## config.mk

```make
export PLATFORM = sky130hd
export DESIGN_NAME = top_down_free_list_allocator
export DESIGN_NICKNAME = d
export VERILOG_FILES = /design/src/tdfla_pkg.sv /design/src/tdfla_ctrl.sv /design/src/tdfla_dp.sv /design/src/top_down_free_list_allocator.sv
export VERILOG_INCLUDE_DIRS = /design/src /design/src/src
export SDC_FILE = /design/constraint.sdc
export NUM_CORES = 2
export LEC_CHECK = 0
export ABC_AREA = 1
export BUFFER_PORTS_ARGS = -buffer_cell sky130_fd_sc_hd__buf_2
export CAP_MARGIN = 40
export CORE_AREA = 2 2 425 427
export CTS_CLUSTER_SIZE = 8
export DETAILED_ROUTE_END_ITERATION = 10
export DIE_AREA = 0 0 427 429
export PLACE_DENSITY_LB_ADDON = 0.12
export SETUP_SLACK_MARGIN = 0.1
export SYNTH_ARGS = -nofsm -noshare
export SYNTH_HDL_FRONTEND = slang
export SYNTH_SLANG_ARGS = --single-unit
```

## constraint.sdc

```tcl
create_clock -name i_clk -period 13.1 [get_ports i_clk]
set_clock_uncertainty 0.05 [all_clocks]
set_input_delay 0 -clock i_clk [delete_from_list [all_inputs] [get_ports i_clk]]
set_output_delay 0 -clock i_clk [all_outputs]
set_load 0.05 [all_outputs]
```

## src/top_down_free_list_allocator_macros.svh

```systemverilog
// assertion helpers used by the allocator datapath
`ifndef TOP_DOWN_FREE_LIST_ALLOCATOR_MACROS_SVH
`define TOP_DOWN_FREE_LIST_ALLOCATOR_MACROS_SVH

// checked only while out of reset
`define TDFLA_ASSERT(lbl, prop, msg) \
    lbl: assert property (@(posedge i_clk) disable iff (!i_rst_n) prop) else $error(msg);

// checked at every edge, reset included
`define TDFLA_ASSERT_ALWAYS(lbl, prop, msg) \
    lbl: assert property (@(posedge i_clk) prop) else $error(msg);

`endif

```

## src/tdfla_pkg.sv

```systemverilog
`default_nettype none
package tdfla_pkg;

    localparam int MAX_FREE_BLOCKS_DEF = 16;
    localparam int MAX_SLOTS_DEF       = 16;

    localparam int ADDR_W  = 22;
    localparam int REQ_W   = 2;
    localparam int ID_W    = 4;
    localparam int CFG_W   = 1;
    localparam int NEED_W  = ADDR_W + 2;

    localparam logic [ADDR_W-1:0] REGION_RESET = ADDR_W'(1048576);

    localparam logic [CFG_W-1:0] CFG_REGION  = 1'b0;
    localparam logic [CFG_W-1:0] CFG_RESERVE = 1'b1;

    typedef enum logic [REQ_W-1:0] {
        REQ_ALLOC   = 2'd0,
        REQ_FREE    = 2'd1,
        REQ_REALLOC = 2'd2,
        REQ_QUERY   = 2'd3
    } t_req;

    typedef enum logic [3:0] {
        OP_NONE,
        OP_START,
        OP_ALLOC_INIT,
        OP_REALLOC_INIT,
        OP_ALLOC_STEP,
        OP_SHIFT_STEP,
        OP_FREE_INIT,
        OP_FREE_STEP,
        OP_OVF,
        OP_COPY_INIT,
        OP_COPY_STEP,
        OP_LOW_INIT,
        OP_LOW_STEP
    } t_op;

    typedef struct packed {
        t_op  op;
        logic load;
    } t_cmd;

    typedef struct packed {
        t_req req;
        logic in_range;
        logic hit;
        logic k_zero;
        logic fit;
        logic exact;
        logic shift_last;
        logic free_last;
        logic mc_over;
        logic copy_last;
        logic low_last;
    } t_status;

    typedef struct packed {
        logic              ok;
        logic [ADDR_W-1:0] addr;
        logic [ADDR_W-1:0] low;
        logic              need;
        logic              ovf;
    } t_res;

endpackage
`default_nettype wire

```

## src/tdfla_ctrl.sv

```systemverilog
`default_nettype none
module tdfla_ctrl (
    input  wire                  i_clk,
    input  wire                  i_rst_n,
    input  wire                  i_in_valid,
    output logic                 o_in_ready,
    input  wire                  i_out_free,
    input  tdfla_pkg::t_status   i_st,
    output tdfla_pkg::t_cmd      o_cmd
);

    typedef enum logic [3:0] {
        S_IDLE, S_CHECK, S_ALLOC, S_SHIFT, S_FREE, S_FCHK,
        S_COPY, S_RINIT, S_LOWI, S_LOW, S_DONE
    } t_state;

    t_state r_state;
    t_state n_state;

    always_comb begin
        n_state    = r_state;
        o_cmd.op   = tdfla_pkg::OP_NONE;
        o_cmd.load = 1'b0;
        o_in_ready = 1'b0;
        unique case (r_state)
            S_IDLE: begin
                o_in_ready = 1'b1;
                if (i_in_valid) begin
                    o_cmd.op = tdfla_pkg::OP_START;
                    n_state  = S_CHECK;
                end
            end
            S_CHECK: begin
                if (i_st.req == tdfla_pkg::REQ_QUERY || !i_st.in_range) begin
                    n_state = S_LOWI;
                end else if (i_st.req == tdfla_pkg::REQ_ALLOC) begin
                    if (i_st.hit) begin
                        n_state = S_LOWI;
                    end else begin
                        o_cmd.op = tdfla_pkg::OP_ALLOC_INIT;
                        n_state  = S_ALLOC;
                    end
                end else if (!i_st.hit) begin
                    n_state = S_LOWI;
                end else begin
                    o_cmd.op = tdfla_pkg::OP_FREE_INIT;
                    n_state  = S_FREE;
                end
            end
            S_ALLOC: begin
                o_cmd.op = tdfla_pkg::OP_ALLOC_STEP;
                if (i_st.k_zero) begin
                    n_state = S_LOWI;
                end else if (i_st.fit) begin
                    n_state = i_st.exact ? S_SHIFT : S_LOWI;
                end
            end
            S_SHIFT: begin
                o_cmd.op = tdfla_pkg::OP_SHIFT_STEP;
                if (i_st.shift_last) begin
                    n_state = S_LOWI;
                end
            end
            S_FREE: begin
                o_cmd.op = tdfla_pkg::OP_FREE_STEP;
                if (i_st.free_last) begin
                    n_state = S_FCHK;
                end
            end
            S_FCHK: begin
                if (i_st.mc_over) begin
                    o_cmd.op = tdfla_pkg::OP_OVF;
                    n_state  = S_LOWI;
                end else begin
                    o_cmd.op = tdfla_pkg::OP_COPY_INIT;
                    n_state  = S_COPY;
                end
            end
            S_COPY: begin
                o_cmd.op = tdfla_pkg::OP_COPY_STEP;
                if (i_st.copy_last) begin
                    n_state = (i_st.req == tdfla_pkg::REQ_REALLOC) ? S_RINIT : S_LOWI;
                end
            end
            S_RINIT: begin
                o_cmd.op = tdfla_pkg::OP_REALLOC_INIT;
                n_state  = S_ALLOC;
            end
            S_LOWI: begin
                o_cmd.op = tdfla_pkg::OP_LOW_INIT;
                n_state  = S_LOW;
            end
            S_LOW: begin
                o_cmd.op = tdfla_pkg::OP_LOW_STEP;
                if (i_st.low_last) begin
                    n_state = S_DONE;
                end
            end
            S_DONE: begin
                if (i_out_free) begin
                    o_cmd.load = 1'b1;
                    n_state    = S_IDLE;
                end
            end
            default: n_state = S_IDLE;
        endcase
    end

    always_ff @(posedge i_clk) begin
        if (!i_rst_n) begin
            r_state <= S_IDLE;
        end else begin
            r_state <= n_state;
        end
    end

endmodule
`default_nettype wire

```

## src/tdfla_dp.sv

```systemverilog
`default_nettype none
`include "top_down_free_list_allocator_macros.svh"
module tdfla_dp #(
    parameter int MAX_FREE_BLOCKS = tdfla_pkg::MAX_FREE_BLOCKS_DEF,
    parameter int MAX_SLOTS       = tdfla_pkg::MAX_SLOTS_DEF
) (
    input  wire                                i_clk,
    input  wire                                i_rst_n,
    input  tdfla_pkg::t_cmd                    i_cmd,
    output tdfla_pkg::t_status                 o_st,
    output tdfla_pkg::t_res                    o_res,
    input  wire [tdfla_pkg::REQ_W-1:0]         i_req_type,
    input  wire [tdfla_pkg::ID_W-1:0]          i_tensor_id,
    input  wire [tdfla_pkg::ADDR_W-1:0]        i_req_size,
    input  wire [tdfla_pkg::ADDR_W-1:0]        i_cb_peak,
    input  wire [tdfla_pkg::ADDR_W-1:0]        i_extra_usage,
    input  wire                                i_cfg_we,
    input  wire [tdfla_pkg::CFG_W-1:0]         i_cfg_idx,
    input  wire [tdfla_pkg::ADDR_W-1:0]        i_cfg_data
);

    localparam int AW     = tdfla_pkg::ADDR_W;
    localparam int IW     = tdfla_pkg::ID_W;
    localparam int FIDX_W = $clog2(MAX_FREE_BLOCKS);
    localparam int CNT_W  = $clog2(MAX_FREE_BLOCKS + 1);
    localparam int MC_W   = $clog2(MAX_FREE_BLOCKS + 2);
    localparam int SIDX_W = (MAX_SLOTS > 1) ? $clog2(MAX_SLOTS) : 1;
    localparam int NW     = tdfla_pkg::NEED_W;

    logic [AW-1:0]     r_fs [MAX_FREE_BLOCKS];
    logic [AW-1:0]     r_fe [MAX_FREE_BLOCKS];
    logic [AW-1:0]     r_ts [MAX_FREE_BLOCKS];
    logic [AW-1:0]     r_te [MAX_FREE_BLOCKS];
    logic              r_sv [MAX_SLOTS];
    logic [AW-1:0]     r_ss [MAX_SLOTS];
    logic [AW-1:0]     r_sz [MAX_SLOTS];
    logic [CNT_W-1:0]  r_cnt;
    logic [AW-1:0]     r_region;
    logic [AW-1:0]     r_reserve;

    tdfla_pkg::t_req   r_req;
    logic [IW-1:0]     r_id;
    logic [AW-1:0]     r_size;
    logic [AW-1:0]     r_cb;
    logic [AW-1:0]     r_extra;
    logic [AW-1:0]     r_asize;
    logic [AW-1:0]     r_fsz;
    logic [AW-1:0]     r_ns;
    logic [AW-1:0]     r_ne;
    logic [CNT_W-1:0]  r_k;
    logic [FIDX_W-1:0] r_j;
    logic [CNT_W-1:0]  r_i;
    logic [MC_W-1:0]   r_mc;
    logic              r_placed;
    logic              r_have;
    logic [AW-1:0]     r_cs;
    logic [AW-1:0]     r_ce;
    logic [SIDX_W-1:0] r_lidx;
    logic [AW-1:0]     r_low;
    logic              r_ok;
    logic              r_ovf;
    logic [AW-1:0]     r_addr;

    logic [SIDX_W+IW-1:0] id_ext;
    logic [SIDX_W-1:0]    slot_idx;
    logic                 sv_rd;
    logic [AW-1:0]        ss_rd;
    logic [AW-1:0]        sz_rd;
    logic [CNT_W-1:0]     f_pos;
    logic [FIDX_W-1:0]    f_idx;
    logic [AW-1:0]        fs_rd;
    logic [AW-1:0]        fe_rd;
    logic [AW-1:0]        span;
    logic [AW-1:0]        take_addr;
    logic [CNT_W-1:0]     j_next;
    logic                 at_end;
    logic                 take_new;
    logic                 emit;
    logic [AW-1:0]        elem_s;
    logic [AW-1:0]        elem_e;
    logic [AW-1:0]        end_sum;
    logic [AW-1:0]        end_calc;
    logic [NW-1:0]        need_sum;
    logic                 fit_now;
    logic                 copy_now;

    assign id_ext   = {{SIDX_W{1'b0}}, r_id};
    assign slot_idx = (i_cmd.op == tdfla_pkg::OP_LOW_STEP) ? r_lidx : id_ext[SIDX_W-1:0];
    assign sv_rd    = r_sv[slot_idx];
    assign ss_rd    = r_ss[slot_idx];
    assign sz_rd    = r_sz[slot_idx];

    assign j_next = CNT_W'(r_j) + CNT_W'(1);

    always_comb begin
        case (i_cmd.op)
            tdfla_pkg::OP_ALLOC_STEP: f_pos = r_k - CNT_W'(1);
            tdfla_pkg::OP_SHIFT_STEP: f_pos = j_next;
            default:                  f_pos = r_i;
        endcase
    end

    assign f_idx     = (32'(f_pos) < MAX_FREE_BLOCKS) ? f_pos[FIDX_W-1:0] : '0;
    assign fs_rd     = r_fs[f_idx];
    assign fe_rd     = r_fe[f_idx];
    assign span      = (fe_rd >= fs_rd) ? (fe_rd - fs_rd) : '0;
    assign take_addr = fe_rd - r_asize;

    // merge stream: the freed range slots in before the first block above it
    assign at_end   = (r_i == r_cnt);
    assign take_new = !r_placed && (at_end || (fs_rd > r_ns));
    assign elem_s   = take_new ? r_ns : fs_rd;
    assign elem_e   = take_new ? r_ne : fe_rd;
    assign emit     = (r_placed && at_end) || (r_have && (r_ce < elem_s));

    assign end_sum  = ss_rd + sz_rd;
    assign end_calc = (end_sum < ss_rd) ? ss_rd : end_sum;

    assign need_sum = NW'(r_cb) + NW'(r_extra) + NW'(r_reserve);

    assign fit_now  = (i_cmd.op == tdfla_pkg::OP_ALLOC_STEP) && (r_k != '0) && (span >= r_asize);
    assign copy_now = (i_cmd.op == tdfla_pkg::OP_COPY_STEP);

    always_comb begin
        o_st.req        = r_req;
        o_st.in_range   = (32'(r_id) < MAX_SLOTS);
        o_st.hit        = sv_rd;
        o_st.k_zero     = (r_k == '0);
        o_st.fit        = (span >= r_asize);
        o_st.exact      = (span == r_asize);
        o_st.shift_last = (j_next >= r_cnt);
        o_st.free_last  = r_placed && at_end;
        o_st.mc_over    = (32'(r_mc) > MAX_FREE_BLOCKS);
        o_st.copy_last  = ((MC_W'(r_j) + MC_W'(1)) == r_mc);
        o_st.low_last   = (32'(r_lidx) == MAX_SLOTS - 1);

        o_res.ok   = r_ok;
        o_res.addr = r_addr;
        o_res.low  = r_low;
        o_res.need = (r_req == tdfla_pkg::REQ_QUERY) && (need_sum >= NW'(r_low));
        o_res.ovf  = r_ovf;
    end

    always_ff @(posedge i_clk) begin
        if (!i_rst_n) begin
            r_fs[0]   <= '0;
            r_fe[0]   <= tdfla_pkg::REGION_RESET;
            r_cnt     <= CNT_W'(1);
            r_region  <= tdfla_pkg::REGION_RESET;
            r_reserve <= '0;
            for (int s = 0; s < MAX_SLOTS; s++) begin
                r_sv[s] <= 1'b0;
            end
            r_ok  <= 1'b0;
            r_ovf <= 1'b0;
        end else begin
            case (i_cmd.op)
                tdfla_pkg::OP_START: begin
                    r_req   <= tdfla_pkg::t_req'(i_req_type);
                    r_id    <= i_tensor_id;
                    r_size  <= i_req_size;
                    r_cb    <= i_cb_peak;
                    r_extra <= i_extra_usage;
                    r_ok    <= (tdfla_pkg::t_req'(i_req_type) == tdfla_pkg::REQ_QUERY);
                    r_ovf   <= 1'b0;
                    r_addr  <= '0;
                end
                tdfla_pkg::OP_ALLOC_INIT: begin
                    r_k     <= r_cnt;
                    r_asize <= r_size;
                end
                tdfla_pkg::OP_REALLOC_INIT: begin
                    r_k     <= r_cnt;
                    r_asize <= r_fsz;
                end
                tdfla_pkg::OP_ALLOC_STEP: begin
                    if (r_k == '0) begin
                        r_ok   <= 1'b0;
                        r_addr <= '0;
                    end else if (span >= r_asize) begin
                        r_ok           <= 1'b1;
                        r_addr         <= take_addr;
                        r_sv[slot_idx] <= 1'b1;
                        r_ss[slot_idx] <= take_addr;
                        r_sz[slot_idx] <= r_asize;
                        if (span == r_asize) begin
                            r_j <= f_idx;
                        end else begin
                            r_fe[f_idx] <= take_addr;
                        end
                    end else begin
                        r_k <= r_k - CNT_W'(1);
                    end
                end
                tdfla_pkg::OP_SHIFT_STEP: begin
                    if (j_next < r_cnt) begin
                        r_fs[r_j] <= fs_rd;
                        r_fe[r_j] <= fe_rd;
                        r_j       <= r_j + FIDX_W'(1);
                    end else begin
                        r_cnt <= r_cnt - CNT_W'(1);
                    end
                end
                tdfla_pkg::OP_FREE_INIT: begin
                    r_ns     <= ss_rd;
                    r_ne     <= end_calc;
                    r_fsz    <= sz_rd;
                    r_i      <= '0;
                    r_mc     <= '0;
                    r_placed <= 1'b0;
                    r_have   <= 1'b0;
                end
                tdfla_pkg::OP_FREE_STEP: begin
                    if (emit) begin
                        if (32'(r_mc) < MAX_FREE_BLOCKS) begin
                            r_ts[r_mc[FIDX_W-1:0]] <= r_cs;
                            r_te[r_mc[FIDX_W-1:0]] <= r_ce;
                        end
                        r_mc <= r_mc + MC_W'(1);
                    end
                    if (!(r_placed && at_end)) begin
                        if (take_new) begin
                            r_placed <= 1'b1;
                        end else begin
                            r_i <= r_i + CNT_W'(1);
                        end
                        if (!r_have || emit) begin
                            r_cs   <= elem_s;
                            r_ce   <= elem_e;
                            r_have <= 1'b1;
                        end else if (elem_e > r_ce) begin
                            r_ce <= elem_e;
                        end
                    end
                end
                tdfla_pkg::OP_OVF: begin
                    r_ovf <= 1'b1;
                    r_ok  <= 1'b0;
                end
                tdfla_pkg::OP_COPY_INIT: begin
                    r_j <= '0;
                end
                tdfla_pkg::OP_COPY_STEP: begin
                    r_fs[r_j] <= r_ts[r_j];
                    r_fe[r_j] <= r_te[r_j];
                    r_j       <= r_j + FIDX_W'(1);
                    if ((MC_W'(r_j) + MC_W'(1)) == r_mc) begin
                        r_cnt          <= CNT_W'(r_mc);
                        r_sv[slot_idx] <= 1'b0;
                        r_ok           <= 1'b1;
                    end
                end
                tdfla_pkg::OP_LOW_INIT: begin
                    r_low  <= r_region;
                    r_lidx <= '0;
                end
                tdfla_pkg::OP_LOW_STEP: begin
                    if (sv_rd && (ss_rd < r_low)) begin
                        r_low <= ss_rd;
                    end
                    r_lidx <= r_lidx + SIDX_W'(1);
                end
                default: ;
            endcase

            if (i_cfg_we) begin
                if (i_cfg_idx == tdfla_pkg::CFG_REGION) begin
                    r_region <= i_cfg_data;
                    r_fs[0]  <= '0;
                    r_fe[0]  <= i_cfg_data;
                    r_cnt    <= CNT_W'(1);
                    for (int s = 0; s < MAX_SLOTS; s++) begin
                        r_sv[s] <= 1'b0;
                    end
                end else if (i_cfg_idx == tdfla_pkg::CFG_RESERVE) begin
                    r_reserve <= i_cfg_data;
                end
            end
        end
    end

    // an exact fit of the last block leaves the list empty
    `TDFLA_ASSERT(a_cnt_range, (32'(r_cnt) <= MAX_FREE_BLOCKS), "free count out of range")
    `TDFLA_ASSERT(a_copy_fits, copy_now |-> (32'(r_mc) <= MAX_FREE_BLOCKS), "copy of an overflowed list")
    `TDFLA_ASSERT(a_fit_marks_slot, fit_now |=> (r_ok && r_sv[slot_idx]), "fit did not take the slot")

endmodule
`default_nettype wire

```

## src/top_down_free_list_allocator.sv

```systemverilog
// channel   | handshake          | payload
// request   | i_valid / o_ready  | i_req_type i_tensor_id i_req_size i_cb_peak i_extra_usage
// result    | o_valid / i_ready  | o_ok o_address o_lowest_address o_need_realloc o_overflow
// config    | i_cfg_we           | i_cfg_idx i_cfg_data
//
// one word at a time: a new request is taken only after the last one has gone to the result register
// allocate walks free blocks from the top, one per cycle, then shifts on an exact fit
// free streams the list through the merge unit, then copies the merged list back if it fits
// the lowest-address scan visits one slot per cycle, every slot on each request
// reset is synchronous; the result register lets a new word in while the last waits
`default_nettype none
module top_down_free_list_allocator #(
    parameter int MAX_FREE_BLOCKS = tdfla_pkg::MAX_FREE_BLOCKS_DEF,
    parameter int MAX_SLOTS       = tdfla_pkg::MAX_SLOTS_DEF
) (
    input  wire                          i_clk,
    input  wire                          i_rst_n,
    input  wire                          i_valid,
    output logic                         o_ready,
    input  wire [tdfla_pkg::REQ_W-1:0]   i_req_type,
    input  wire [tdfla_pkg::ID_W-1:0]    i_tensor_id,
    input  wire [tdfla_pkg::ADDR_W-1:0]  i_req_size,
    input  wire [tdfla_pkg::ADDR_W-1:0]  i_cb_peak,
    input  wire [tdfla_pkg::ADDR_W-1:0]  i_extra_usage,
    output logic                         o_valid,
    input  wire                          i_ready,
    output logic                         o_ok,
    output logic [tdfla_pkg::ADDR_W-1:0] o_address,
    output logic [tdfla_pkg::ADDR_W-1:0] o_lowest_address,
    output logic                         o_need_realloc,
    output logic                         o_overflow,
    input  wire                          i_cfg_we,
    input  wire [tdfla_pkg::CFG_W-1:0]   i_cfg_idx,
    input  wire [tdfla_pkg::ADDR_W-1:0]  i_cfg_data
);

    tdfla_pkg::t_cmd    cmd;
    tdfla_pkg::t_status st;
    tdfla_pkg::t_res    res;
    tdfla_pkg::t_res    r_out;
    logic               r_valid;
    logic               out_free;

    assign out_free = !r_valid || i_ready;

    tdfla_ctrl u_ctrl (
        .i_clk      (i_clk),
        .i_rst_n    (i_rst_n),
        .i_in_valid (i_valid),
        .o_in_ready (o_ready),
        .i_out_free (out_free),
        .i_st       (st),
        .o_cmd      (cmd)
    );

    tdfla_dp #(
        .MAX_FREE_BLOCKS (MAX_FREE_BLOCKS),
        .MAX_SLOTS       (MAX_SLOTS)
    ) u_dp (
        .i_clk         (i_clk),
        .i_rst_n       (i_rst_n),
        .i_cmd         (cmd),
        .o_st          (st),
        .o_res         (res),
        .i_req_type    (i_req_type),
        .i_tensor_id   (i_tensor_id),
        .i_req_size    (i_req_size),
        .i_cb_peak     (i_cb_peak),
        .i_extra_usage (i_extra_usage),
        .i_cfg_we      (i_cfg_we),
        .i_cfg_idx     (i_cfg_idx),
        .i_cfg_data    (i_cfg_data)
    );

    always_ff @(posedge i_clk) begin
        if (!i_rst_n) begin
            r_valid <= 1'b0;
        end else if (cmd.load) begin
            r_valid <= 1'b1;
        end else if (i_ready) begin
            r_valid <= 1'b0;
        end
    end

    always_ff @(posedge i_clk) begin
        if (cmd.load) begin
            r_out <= res;
        end
    end

    assign o_valid          = r_valid;
    assign o_ok             = r_out.ok;
    assign o_address        = r_out.addr;
    assign o_lowest_address = r_out.low;
    assign o_need_realloc   = r_out.need;
    assign o_overflow       = r_out.ovf;

endmodule
`default_nettype wire

```

==> flow_summary_export.csv <==
group,metric,value,unit
status,status,"finished clean",
timing,whs,89.3,ps
yosys,async_flop_share,0,%
global_routing,grt-ovfl-total,0,
yosys,yosys.cell_types.count,59,
setup_path,slowest_delay,600,ps
timing,finalHoldViolCount,0,
setup_path,startpoint_type,"register",
timing,drv_slew,0,
global_routing,grt_pass1_vias,71185,
setup_path,slowest_stage,"inv_6",
die,die_area,183000,µm²
setup_path,end_kind,"register",
timing,setup_violations,0,
power_and_ir_drop,p_switching,14.4,mW
power_and_ir_drop,power,34.8,mW
cells_and_area,num-fill-cells,12147,
power_and_ir_drop,sw_frac_of_total,41.5,%
detailed_routing,wire_per_inst,28.5,µm
placed_design,dp_cells,10692,
detailed_routing,via_per_inst,6.46,
yosys,synth.avg_cell_area,12.6,µm²
timing,setup_tns,0,ps
cells_and_area,final_util,69.0,%
die,rows,155,
placed_design,dp_hpwl,191000,µm
cells_and_area,final_net_count,9299,
global_routing,antenna_found_initial,11,
power_and_ir_drop,internal-power,20.4,mW
clock_network,postCtsResizedCells,0,
placed_design,portBuffers,148,
detailed_routing,antenna_left,0,
min_path,hold_class,"in2reg",
die,start_util,59.8,%
placed_design,placed_area,111000,µm²
timing,tightest_slew,1040,ps
timing,fin_ws,1370,ps
power_and_ir_drop,powerDensity,283,nW/µm²
cells_and_area,final_area,123000,µm²
detailed_routing,route.detailed.drc,0,
detailed_routing,dr_total_vias,73260,
detailed_routing,drtIter0Drc,9723,
die,io_pins,149,
timing,max_freq,0.0852,GHz
clock_network,cts_buffers,364,
detailed_routing,first_pass_iters,8,
global_routing,grt_max_degree,167,
power_and_ir_drop,power_frac_seq,34.0,%
yosys,synth_area,106000,µm²
yosys,ys_warn_count,9,
timing,final.min_clock_period,11730,ps
timing,timing.final.crit_share,89.6,%
yosys,synth_cells,8417,
yosys,ys_ff_latch,2508,
die,die_h,429,µm
setup_path,crit_top_cell,"nand2_1",
clock_network,cts-root-buf,"clkbuf_16",
yosys,synth_edf_count,2439,
clock_network,htreeDepth,5,
cells_and_area,final_cells,11339,
cells_and_area,drive_above_1_share,11.0,%
power_and_ir_drop,pwr-share-clk,23.5,%
cells_and_area,synthToLayoutAreaGrowth,15.3,%
setup_path,path_class,"reg2reg",
clock_network,cts_sinks,2508,
placed_design,place_congestion,0.949,
power_and_ir_drop,combPwrFrac,42.5,%
cells_and_area,layout_commonest_cell,"edfxtp_1",
setup_path,critical_path_arrival,12280,ps
setup_path,required,13650,ps
yosys,syn_nets,8798,
power_and_ir_drop,vdd_drop_max,379,µV
die,core,178000,µm²
detailed_routing,drt_wl_total,323000,µm
global_routing,grt_use_total,34.9,%
placed_design,post-place-ws,1600,ps
die,die_w,427,µm
clock_network,clkLatencyLatePin,980,ps
cells_and_area,final_cell_mix,"edfxtp_1 (2,439), nand2_1 (933), o21ai_0 (848), nor2_1 (623), a21oi_1 (606)",
clock_network,cts_tree,"yes",
yosys,ys.flop_type,"edfxtp_1",
run,max-cap-violations,0,
clock_network,clock_path_buffers,4,
timing,max_slew_margin,30.8,%
yosys,seq_area_frac_synth,70.1,%
setup_path,crit_fanout,78,
clock_network,clk_pin_slew,50,ps
power_and_ir_drop,p_leak,43.6,nW
global_routing,grt_first_pass_wirelength,468000,µm
timing,grt_setup_unrepaired,"no",
[logic make-up after synthesis]
group | Yosys count | share of synthesized area (%)
AO/OA/AOI/OAI | 2381 | 13.4
XOR/XNOR | 106 | 0.872
adder cells (fa/ha/maj) | 281 | 3.34
buffers and inverters | 1059 | 3.96
flip-flops | 2508 | 70.1
multiplexers | 22 | 0.233
AND/OR/NAND/NOR | 2060 | 8.14
[critical path: cells and delay by family, from the launching register on]
kind / cells / cell delay, ps
compound gates: 11 / 2130
fa+ha+maj: 3 / 930
buf+inv: 12 / 2680
flops: 1 / 410
simple gates: 35 / 5080
[synthesized netlist by cell type, types with 6 or more instances]
cell      count  area share [%]
a211oi_1      8           0.056
a21boi_0     12           0.085
a21o_1        9           0.063
a21oi_1     609             2.9
a221oi_1      8           0.066
a22oi_1     360             2.5
a31oi_1      13           0.076
buf_1        31            0.11
buf_2        83            0.39
buf_4        13           0.092
buf_6        11            0.12
clkbuf_1    332             1.2
clkinv_1      6           0.021
dfxtp_1      69             1.3
edfxtp_1   2439              69
ha_1        276             3.2
inv_1       533             1.9
inv_2        49            0.17
mux2_2       22            0.23
nand2_1     933             3.3
nand2_2      10           0.059
nand3_1     257             1.2
nand3_2       9           0.085
nand3b_1     11           0.078
nand4_1      58            0.34
nor2_1      680             2.4
nor2_4       15            0.16
nor3_1       41            0.19
o211ai_1    155             1.1
o21ai_0     852             4.0
o21ai_1      76            0.36
o21bai_1      8           0.056
o221ai_1    134             1.1
o22ai_1      64            0.38
o32ai_1      54            0.44
or2_2         8           0.047
or4_1        23            0.16
xnor2_1      41            0.34
xor2_1       65            0.53
[worst paths after layout]
kind	start	to	slack, ps	depth (start not counted)
worst min-delay path	i_req_type[0]	u_dp.r_ok	90	5
worst max-delay path	u_ctrl.r_state[3]	u_dp.r_fe[14][5]	1370	61
worst max register to register	u_ctrl.r_state[3]	u_dp.r_fe[14][5]	1370	61
worst min register to register	u_dp.r_addr[16]	o_address[16]	360	0
[power groups by stage]
stage / logic, mW / registers, mW / clock network [mW]
after detailed placement: 14.3 / 12.0 / 0
after CTS: 14.5 / 11.8 / 8.21
after floorplan: 8.28 / 11.9 / 0
final: 14.8 / 11.8 / 8.17
after global routing: 15.8 / 11.8 / 8.56
after global placement: 14.0 / 12.0 / 0
[final cells by class]
cell class,count,area [µm²],area share [%]
inverter,589,2240,1.82
clock inverter,3,37.5,0.0306
sequential,2508,74600,60.8
multi-input combinational,4850,28000,22.8
clock buffer,424,9560,7.78
tap,2355,2950,2.40
timing repair buffer,605,5340,4.35
antenna,5,12.5,0.0102
[metal layers]
metal	share of wire [%]	global-route usage, %	routed length [µm]
met5	0.016	0	51
met2	46	54.4	150000
met1	38	47.9	124000
met3	9.8	6.34	31800
met4	5.2	16.8	16700
[state kept, by name, indices dropped and copies added (netlist names), 352 cells and up, named ones only]
register,flops
u_dp.r_te,352
u_dp.r_fe,352
u_dp.r_sz,352
u_dp.r_ts,352
u_dp.r_fs,352
u_dp.r_ss,352
[timing repair]
item,in CTS,in global routing
hold buffers,214,0
endpoints found under the hold margin,224,0
buffers inserted,0,0
No activity file was read; power rests on OpenSTA's default activity.
